$ cat src/rtl/cit_pkg.sv
`timescale 1ns / 1ps
// ----------------------------------------------------------------------------
// cit_pkg
// Shared types and constants for the connection id table.
// ----------------------------------------------------------------------------
package cit_pkg;

  // table geometry
  localparam int ENTRIES  = 16;
  localparam int IDX_W    = (ENTRIES > 1) ? $clog2(ENTRIES) : 1;
  localparam int HANDLE_W = 16;
  localparam int NODE_W   = 32;
  localparam int CMD_W    = 3;
  localparam int STATUS_W = 3;

  // stream word widths
  localparam int IN_DATA_W  = 48;
  localparam int OUT_DATA_W = 24;

  // command codes
  typedef enum logic [CMD_W-1:0] {
    CMD_REGISTER   = 3'd0,
    CMD_REM_HANDLE = 3'd1,
    CMD_REM_NODE   = 3'd2,
    CMD_CHECK      = 3'd3,
    CMD_LOOKUP     = 3'd4
  } cmd_t;

  // status codes
  typedef enum logic [STATUS_W-1:0] {
    STS_OK        = 3'd0,
    STS_ID_DUP    = 3'd1,
    STS_NOT_FOUND = 3'd2,
    STS_FULL      = 3'd3,
    STS_HDL_DUP   = 3'd4
  } status_t;

  // controller -> datapath
  typedef struct packed {
    logic load;    // capture input word, restart scan
    logic scan;    // step one entry
    logic commit;  // update table, load output register
  } dp_cmd_t;

  // datapath -> controller
  typedef struct packed {
    logic scan_last;  // current entry is the last one
    logic out_busy;   // output register holds a word not taken this cycle
  } dp_status_t;

endpackage

$ cat src/rtl/cit_ctrl.sv
`timescale 1ns / 1ps
// ----------------------------------------------------------------------------
// cit_ctrl
// Command sequencer: accept, scan all entries, then commit the result.
// ----------------------------------------------------------------------------
module cit_ctrl import cit_pkg::*; (
  input  logic       clk,
  input  logic       rst_n,
  input  logic       in_tvalid,
  output logic       in_tready,
  input  dp_status_t dp_sts,
  output dp_cmd_t    dp_cmd
);

  typedef enum logic [2:0] {
    ST_IDLE = 3'b001,
    ST_SCAN = 3'b010,
    ST_EXEC = 3'b100
  } state_t;

  state_t state_r, state_nxt;

  // next state and commands
  always_comb begin
    state_nxt     = state_r;
    in_tready     = 1'b0;
    dp_cmd.load   = 1'b0;
    dp_cmd.scan   = 1'b0;
    dp_cmd.commit = 1'b0;
    unique case (state_r)
      ST_IDLE: begin
        in_tready   = 1'b1;
        dp_cmd.load = in_tvalid;
        if (in_tvalid) begin
          state_nxt = ST_SCAN;
        end
      end
      ST_SCAN: begin
        dp_cmd.scan = 1'b1;
        if (dp_sts.scan_last) begin
          state_nxt = ST_EXEC;
        end
      end
      ST_EXEC: begin
        // wait until the output register can take the result
        if (!dp_sts.out_busy) begin
          dp_cmd.commit = 1'b1;
          state_nxt     = ST_IDLE;
        end
      end
      default: begin
        state_nxt = ST_IDLE;
      end
    endcase
  end

  always_ff @(posedge clk) begin
    if (!rst_n) begin
      state_r <= ST_IDLE;
    end else begin
      state_r <= state_nxt;
    end
  end

endmodule

$ cat src/rtl/cit_datapath.sv
`timescale 1ns / 1ps
// ----------------------------------------------------------------------------
// cit_datapath
// Entry storage, scan compare logic, result decision and output register.
// ----------------------------------------------------------------------------
module cit_datapath import cit_pkg::*; (
  input  logic                  clk,
  input  logic                  rst_n,
  input  dp_cmd_t               dp_cmd,
  output dp_status_t            dp_sts,
  input  logic [CMD_W-1:0]      cmd_in,
  input  logic [HANDLE_W-1:0]   handle_in,
  input  logic [NODE_W-1:0]     node_in,
  output logic                  out_valid,
  input  logic                  out_ready,
  output logic [STATUS_W-1:0]   status_out,
  output logic                  found_out,
  output logic [HANDLE_W-1:0]   handle_out
);

  // table storage
  logic [ENTRIES-1:0]  valid_r;
  logic [HANDLE_W-1:0] handle_mem_r [ENTRIES];
  logic [NODE_W-1:0]   node_mem_r   [ENTRIES];

  // captured command word
  logic [CMD_W-1:0]    cmd_r;
  logic [HANDLE_W-1:0] hdl_r;
  logic [NODE_W-1:0]   node_r;

  // scan state
  logic [IDX_W-1:0]    scan_idx_r;   // read address
  logic [IDX_W-1:0]    cmp_idx_r;    // entry at the compare stage
  logic                cmp_vld_r;    // compare stage holds read data
  logic [HANDLE_W-1:0] rd_handle_r;
  logic [NODE_W-1:0]   rd_node_r;
  logic                node_hit_r, hdl_hit_r, free_hit_r;
  logic [IDX_W-1:0]    node_idx_r, hdl_idx_r, free_idx_r;
  logic [HANDLE_W-1:0] node_hdl_r;

  // output register
  logic                out_valid_r;
  logic [STATUS_W-1:0] status_r;
  logic                found_r;
  logic [HANDLE_W-1:0] hout_r;

  logic                ent_valid, node_eq, hdl_eq, cmp_en;
  logic [HANDLE_W-1:0] ent_handle;

  // registered table read at the scan address
  always_ff @(posedge clk) begin
    rd_handle_r <= handle_mem_r[scan_idx_r];
    rd_node_r   <= node_mem_r[scan_idx_r];
  end

  // compare at the entry one behind the read address
  always_comb begin
    ent_valid  = valid_r[cmp_idx_r];
    ent_handle = rd_handle_r;
    node_eq    = ent_valid && (rd_node_r == node_r);
    hdl_eq     = ent_valid && (ent_handle == hdl_r);
    cmp_en     = dp_cmd.scan && cmp_vld_r;
  end

  assign dp_sts.scan_last = cmp_vld_r && (cmp_idx_r == IDX_W'(ENTRIES - 1));
  assign dp_sts.out_busy  = out_valid_r && !out_ready;

  // capture and scan, keep first hit of each kind
  always_ff @(posedge clk) begin
    if (!rst_n) begin
      scan_idx_r <= '0;
      cmp_idx_r  <= '0;
      cmp_vld_r  <= 1'b0;
      node_hit_r <= 1'b0;
      hdl_hit_r  <= 1'b0;
      free_hit_r <= 1'b0;
    end else if (dp_cmd.load) begin
      scan_idx_r <= '0;
      cmp_idx_r  <= '0;
      cmp_vld_r  <= 1'b0;
      node_hit_r <= 1'b0;
      hdl_hit_r  <= 1'b0;
      free_hit_r <= 1'b0;
    end else if (dp_cmd.scan) begin
      // address stops at the last entry while the compare catches up
      if (scan_idx_r != IDX_W'(ENTRIES - 1)) begin
        scan_idx_r <= scan_idx_r + IDX_W'(1);
      end
      cmp_idx_r <= scan_idx_r;
      cmp_vld_r <= 1'b1;
      if (cmp_en && !node_hit_r && node_eq) begin
        node_hit_r <= 1'b1;
      end
      if (cmp_en && !hdl_hit_r && hdl_eq) begin
        hdl_hit_r <= 1'b1;
      end
      if (cmp_en && !free_hit_r && !ent_valid) begin
        free_hit_r <= 1'b1;
      end
    end
  end

  // payload side of the scan
  always_ff @(posedge clk) begin
    if (dp_cmd.load) begin
      cmd_r  <= cmd_in;
      hdl_r  <= handle_in;
      node_r <= node_in;
    end
    if (cmp_en) begin
      if (!node_hit_r && node_eq) begin
        node_idx_r <= cmp_idx_r;
        node_hdl_r <= ent_handle;
      end
      if (!hdl_hit_r && hdl_eq) begin
        hdl_idx_r <= cmp_idx_r;
      end
      if (!free_hit_r && !ent_valid) begin
        free_idx_r <= cmp_idx_r;
      end
    end
  end

  // result decision
  logic                wr_en, clr_en;
  logic [IDX_W-1:0]    clr_idx;
  logic [STATUS_W-1:0] status_nxt;
  logic                found_nxt;
  logic [HANDLE_W-1:0] hout_nxt;

  always_comb begin
    wr_en      = 1'b0;
    clr_en     = 1'b0;
    clr_idx    = node_idx_r;
    status_nxt = STS_OK;
    found_nxt  = 1'b0;
    hout_nxt   = '0;
    unique case (cmd_r)
      CMD_REGISTER: begin
        priority if (node_hit_r) begin
          status_nxt = STS_ID_DUP;
        end else if (hdl_hit_r) begin
          status_nxt = STS_HDL_DUP;
        end else if (!free_hit_r) begin
          status_nxt = STS_FULL;
        end else begin
          wr_en = 1'b1;
        end
      end
      CMD_REM_HANDLE: begin
        clr_idx = hdl_idx_r;
        if (hdl_hit_r) begin
          clr_en = 1'b1;
        end else begin
          status_nxt = STS_NOT_FOUND;
        end
      end
      CMD_REM_NODE: begin
        if (node_hit_r) begin
          clr_en = 1'b1;
        end else begin
          status_nxt = STS_NOT_FOUND;
        end
      end
      CMD_CHECK: begin
        if (node_hit_r) begin
          found_nxt = 1'b1;
        end else begin
          status_nxt = STS_NOT_FOUND;
        end
      end
      CMD_LOOKUP: begin
        if (node_hit_r) begin
          found_nxt = 1'b1;
          hout_nxt  = node_hdl_r;
        end else begin
          status_nxt = STS_NOT_FOUND;
        end
      end
      default: begin
        // unused codes: no table change, status ok
      end
    endcase
  end

  // valid bits
  always_ff @(posedge clk) begin
    if (!rst_n) begin
      valid_r <= '0;
    end else if (dp_cmd.commit) begin
      if (wr_en) begin
        valid_r[free_idx_r] <= 1'b1;
      end
      if (clr_en) begin
        valid_r[clr_idx] <= 1'b0;
      end
    end
  end

  // entry contents
  always_ff @(posedge clk) begin
    if (dp_cmd.commit && wr_en) begin
      handle_mem_r[free_idx_r] <= hdl_r;
      node_mem_r[free_idx_r]   <= node_r;
    end
  end

  // output register
  always_ff @(posedge clk) begin
    if (!rst_n) begin
      out_valid_r <= 1'b0;
    end else if (dp_cmd.commit) begin
      out_valid_r <= 1'b1;
    end else if (out_ready) begin
      out_valid_r <= 1'b0;
    end
  end

  always_ff @(posedge clk) begin
    if (dp_cmd.commit) begin
      status_r <= status_nxt;
      found_r  <= found_nxt;
      hout_r   <= hout_nxt;
    end
  end

  assign out_valid  = out_valid_r;
  assign status_out = status_r;
  assign found_out  = found_r;
  assign handle_out = hout_r;

endmodule

$ cat src/rtl/connection_id_table_core.sv
`timescale 1ns / 1ps
// ----------------------------------------------------------------------------
// connection_id_table_core
// Table of connection handle / node id pairs with register, remove, check
// and lookup commands.
// ----------------------------------------------------------------------------
// Usage:
//   Input stream: in_tuser carries the command, in_tdata the client handle
//   and node id. Each accepted word produces exactly one output word with
//   status, found flag and handle.
//   Each command walks all ENTRIES slots one per cycle through a single
//   compare unit behind a registered table read. A word passes through an
//   accept step, the scan of all entries and a commit step before its
//   result is loaded into the output register; a new word is accepted in
//   the cycle after the commit. No new word is taken before the previous
//   one has been committed.
//   Lowest-indexed matches win; register fills the lowest free slot.
//   Reset (rst_n low, synchronous) clears all valid bits and the output
//   valid flag; the table is usable on the next cycle.
//   If out_tready is low, the result waits in the output register. The
//   next word is still accepted and scanned; it holds in its commit step
//   until the previous result has been taken.
// ----------------------------------------------------------------------------
module connection_id_table_core import cit_pkg::*; (
  input  logic                  clk,
  input  logic                  rst_n,
  input  logic                  in_tvalid,
  output logic                  in_tready,
  input  logic [IN_DATA_W-1:0]  in_tdata,   // [15:0] client_handle, [47:16] node_id
  input  logic [CMD_W-1:0]      in_tuser,   // [2:0] cmd
  output logic                  out_tvalid,
  input  logic                  out_tready,
  output logic [OUT_DATA_W-1:0] out_tdata   // [2:0] status, [3] found,
                                            // [19:4] handle_out, [23:20] zero
);

  dp_cmd_t             dp_cmd;
  dp_status_t          dp_sts;
  logic [STATUS_W-1:0] status;
  logic                found;
  logic [HANDLE_W-1:0] handle_out;

  // sequencer
  cit_ctrl u_ctrl (
    .clk       (clk),
    .rst_n     (rst_n),
    .in_tvalid (in_tvalid),
    .in_tready (in_tready),
    .dp_sts    (dp_sts),
    .dp_cmd    (dp_cmd)
  );

  // storage and compare
  cit_datapath u_dp (
    .clk        (clk),
    .rst_n      (rst_n),
    .dp_cmd     (dp_cmd),
    .dp_sts     (dp_sts),
    .cmd_in     (in_tuser),
    .handle_in  (in_tdata[HANDLE_W-1:0]),
    .node_in    (in_tdata[HANDLE_W +: NODE_W]),
    .out_valid  (out_tvalid),
    .out_ready  (out_tready),
    .status_out (status),
    .found_out  (found),
    .handle_out (handle_out)
  );

  // pack result word
  assign out_tdata = {4'b0000, handle_out, found, status};

endmodule
$ cat config.mk
export PLATFORM = sky130hd
export DESIGN_NAME = connection_id_table_core
export DESIGN_NICKNAME = d
export VERILOG_FILES = /design/src/rtl/cit_pkg.sv /design/src/rtl/cit_ctrl.sv /design/src/rtl/cit_datapath.sv /design/src/rtl/connection_id_table_core.sv
export SDC_FILE = /design/constraint.sdc
export NUM_CORES = 1
export LEC_CHECK = 0
export BUFFER_PORTS_ARGS = -buffer_cell sky130_fd_sc_hd__buf_4
export CAP_MARGIN = 30
export CORE_MARGIN = 2
export CORE_UTILIZATION = 38
export CTS_CLUSTER_DIAMETER = 150
export DETAILED_ROUTE_END_ITERATION = 10
export GPL_TIMING_DRIVEN = 1
export PLACE_DENSITY = 0.5
export SETUP_SLACK_MARGIN = 0.02
export SKIP_LAST_GASP = 1
export SLEW_MARGIN = 20
export SYNTH_ARGS = -nofsm -noshare
export SYNTH_HDL_FRONTEND = slang
export SYNTH_SLANG_ARGS = --single-unit
$ cat constraint.sdc
create_clock -name clk -period 6.65 [get_ports clk]
set_input_delay 0.3325 -clock clk [delete_from_list [all_inputs] [get_ports clk]]
set_output_delay 0.3325 -clock clk [all_outputs]
set_load 0.05 [all_outputs]
==> results.ini <==
[clock_network]
cts_buffer_depth = 3
cts_sinks = 947
root_buffer = clkbuf_16
htreeDepth = 3
clock_latency_ns = 0.66
clk_pin_slew_ns = 0.06
cts_buffers = 100
cts_tree = yes

[logic_synthesis]
yosys.area_share.simple_pct = 2.10
synth_top_area_share_pct = 74.3
synth_top_family_by_area = multiplexers
ys_warn_count = 0
yosysTopAreaCell = edfxtp_1
synth_commonest_cells = 867 x edfxtp_1, 244 x mux4_2, 80 x dfxtp_1, 47 x clkbuf_1, 30 x xor2_1
synthArstFlopShare_pct = 0
synthAdderAreaFrac_pct = 0.0357
synth_most_common_cell = edfxtp_1
synthesis.area_um2 = 35000
synth-compound-area-share_pct = 0.964
netlist_instances = 1489
synth_edf_count = 867
avgSynthCellArea_um2 = 23.5
ys.flop_type = edfxtp_1
ys_ff_latch = 947
ys_types = 49
synth-xor-area-share_pct = 1.05
ys_seq_area_share_pct = 78.9
synthTopCellsByArea = edfxtp_1 74%, mux4_2 16%, dfxtp_1 4.6%
synthMuxAreaShare_pct = 16.0

[setup_path]
regToRegSetupSlack_ns = 2.78
cp_top_family = simple AND/OR/NAND/NOR gates
crit_path_max_incr_delay_ns = 0.74
worstPathMaxFanout = 35
required_ns = 6.92
crit_type = reg2reg
worst_path_most_repeated_cell = or4_4
cp_cell_sequence = or4_4, or4_4, or3_4, nor3_4, buf_4
critPathArrivalTime_ns = 4.14
startpoint_type = flop
reg2reg_depth = 5
r2r_end = u_dp.handle_mem_r[0][10]
crit_path_end_kind = flop
r2r-start = u_dp.cmd_r[0]
cp_slowest_cell = nor3_4
cp_num_buf_inv = 1

[global_routing]
grt_pass1_wl_um = 115000
grt_pass1_vias = 16800
antenna_found_initial = 1
grt_usage_pct = 16.7
grt_max_degree = 114
gr-total-overflow = 0

[final_layout]
area_growth_pct = 17.9
drive_gt1_share_pct = 31.3
fin_area_um2 = 41300
instances_no_fill = 2969
antennaDiodeCount = 0
fin_nets = 1756

[sta]
maxSlewHeadroom_pct = 34.6
hold_viol_final = 0
setup-tns-final_ns = 0
worstMarginPinSlew_ns = 0.981
hold_ws_ns = 0.390
min_period_over_period_pct = 58.1
finalCriticalPeriod_ns = 3.87
finalSetupViolations = 0
max_freq_ghz = 0.259
drv_slew = 0
rsz0062_at_grt = false
clock_skew_ns = 0.0334

[place]
dp_hpwl_um = 42400
port_buffers = 76
gp_congestion = 0.733
placedCellCount = 2729
placed_area_um2 = 37400

[floorplan]
initial_core_util_pct = 38.3
row_count = 111
die_h_um = 308
core_um2 = 91500
ios = 81
die_w_um = 308
die-area_um2 = 94700

[power_and_ir_drop]
leakagePower_nw = 12.8
power.density_nw_per_um2 = 301
vdd_drop_max_mv = 0.187
power_w = 0.0124

[detailed_routing]
drt_first_pass_iters = 7
vias = 15600
routed_wl_um = 77500
avgRoutedWirePerCell_um = 26.1
drt_iter0_drc = 1363
drc = 0
drtAntennaViolNets = 0
vias_per_cell = 5.25

[hold_path]
hp-class = in2reg
min_from = in_tdata[25]
hold-path-endpoint = u_dp.node_r[9]
worstHoldPathCells = 2

[job]
maxCapViolations = 0

[run_status]
status = completed

area by class of cell:
type                    instances  area, um2
fillers                      7587      50200
inverters                      10       37.5
flip-flops and latches        947      27700
multi-input cells             465       7200
clock inverters                37        435
clock buffers                 148       2900
repair buffers                176       1620
well taps                    1186       1480
cells in the final DEF (no fill, tap or decap), types with 5 or more instances in the layout:
master           n
clkbuf_8        13
nand3_1         10
nor2_1          13
xor2_1          30
buf_4          112
xnor2_1         12
buf_16           5
o221a_2         13
dfxtp_1         76
clkbuf_16      104
clkbuf_1        31
clkinv_1         8
dlygate4sd3_1   54
nor4_1           9
nand4_1          6
nand2b_1        12
nor2_4          12
edfxtp_1       867
buf_12           5
a21oi_1          8
inv_1           10
nand2_1          7
mux2i_1         10
mux4_2         244
nand3b_1         6
bufinv_16        9
clkinv_2        15
and2_1          17
nor2b_1          6
power by group:
group	internal [W]	switching, W
Combinational	0.0000971	0.000108
Sequential	0.00654	0.0000761
Clock	0.00336	0.00226
stage by stage:
step | utilization [%] | setup WS, ns
6_report | 45.2 | 2.78
5_1_grt | 45.2 | 2.62
4_1_cts | 45.1 | 2.71
3_5_place_dp | 40.9 | 2.78
3_3_place_gp | 40.7 | 2.80
2_1_floorplan | - | 1.17
registers in the layout, indices dropped and copies added (netlist names), 16 cells and up:
| name | flops |
|---|---|
| u_dp.ent_handle | 16 |
| u_dp.handle_mem_r | 256 |
| u_dp.handle_out | 16 |
| u_dp.hdl_r | 16 |
| u_dp.node_hdl_r | 16 |
| u_dp.node_mem_r | 512 |
| u_dp.node_r | 32 |
| u_dp.rd_node_r | 32 |
| u_dp.valid_r | 16 |
kinds of logic after synthesis:
group,after synthesis
XOR/XNOR,42
buffers and inverters,80
AND/OR/NAND/NOR,124
AO/OA/AOI/OAI,39
other,1
multiplexers,255
adder cells (fa/ha/maj),1
flip-flops,947
worst max path at each step:
stage                        startpoint                       end  slack (ns)  depth (start not counted)
after floorplan           u_dp.cmd_r[0]          u_dp.valid_r[12]        1.17                          6
after global placement    u_dp.cmd_r[0]   u_dp.node_mem_r[11][21]        2.80                          5
after detailed placement  u_dp.cmd_r[0]  u_dp.handle_mem_r[0][11]        2.78                          5
after CTS                 u_dp.cmd_r[0]   u_dp.handle_mem_r[0][0]        2.71                          5
after global routing      u_dp.cmd_r[0]   u_dp.node_mem_r[15][19]        2.62                          5
final                     u_dp.cmd_r[0]  u_dp.handle_mem_r[0][10]        2.78                          5
worst register-to-register path, delay by kind of cell (launching register included):
family / cells / cell delay (ns)
flip-flops: 1 / 0.50
buffers and inverters: 1 / 0.70
AND/OR/NAND/NOR: 4 / 2.25
per-layer routing:
layer / up-vias / track usage, % / wire, um
met4: 0 / 4.11 / 1260
met2: 330 / 26.4 / 37000
li1: 6713 / - / -
met3: 95 / 2.93 / 3130
met5: - / 0 / 0
met1: 8457 / 24.2 / 36100
timing repair:
item / 4_1_cts / 5_1_grt
buffers inserted: 0 / 0
hold endpoints to repair: 56 / 0
resized for setup: 0 / 0
hold buffers: 54 / 0
(Power assumes the default switching activity.)
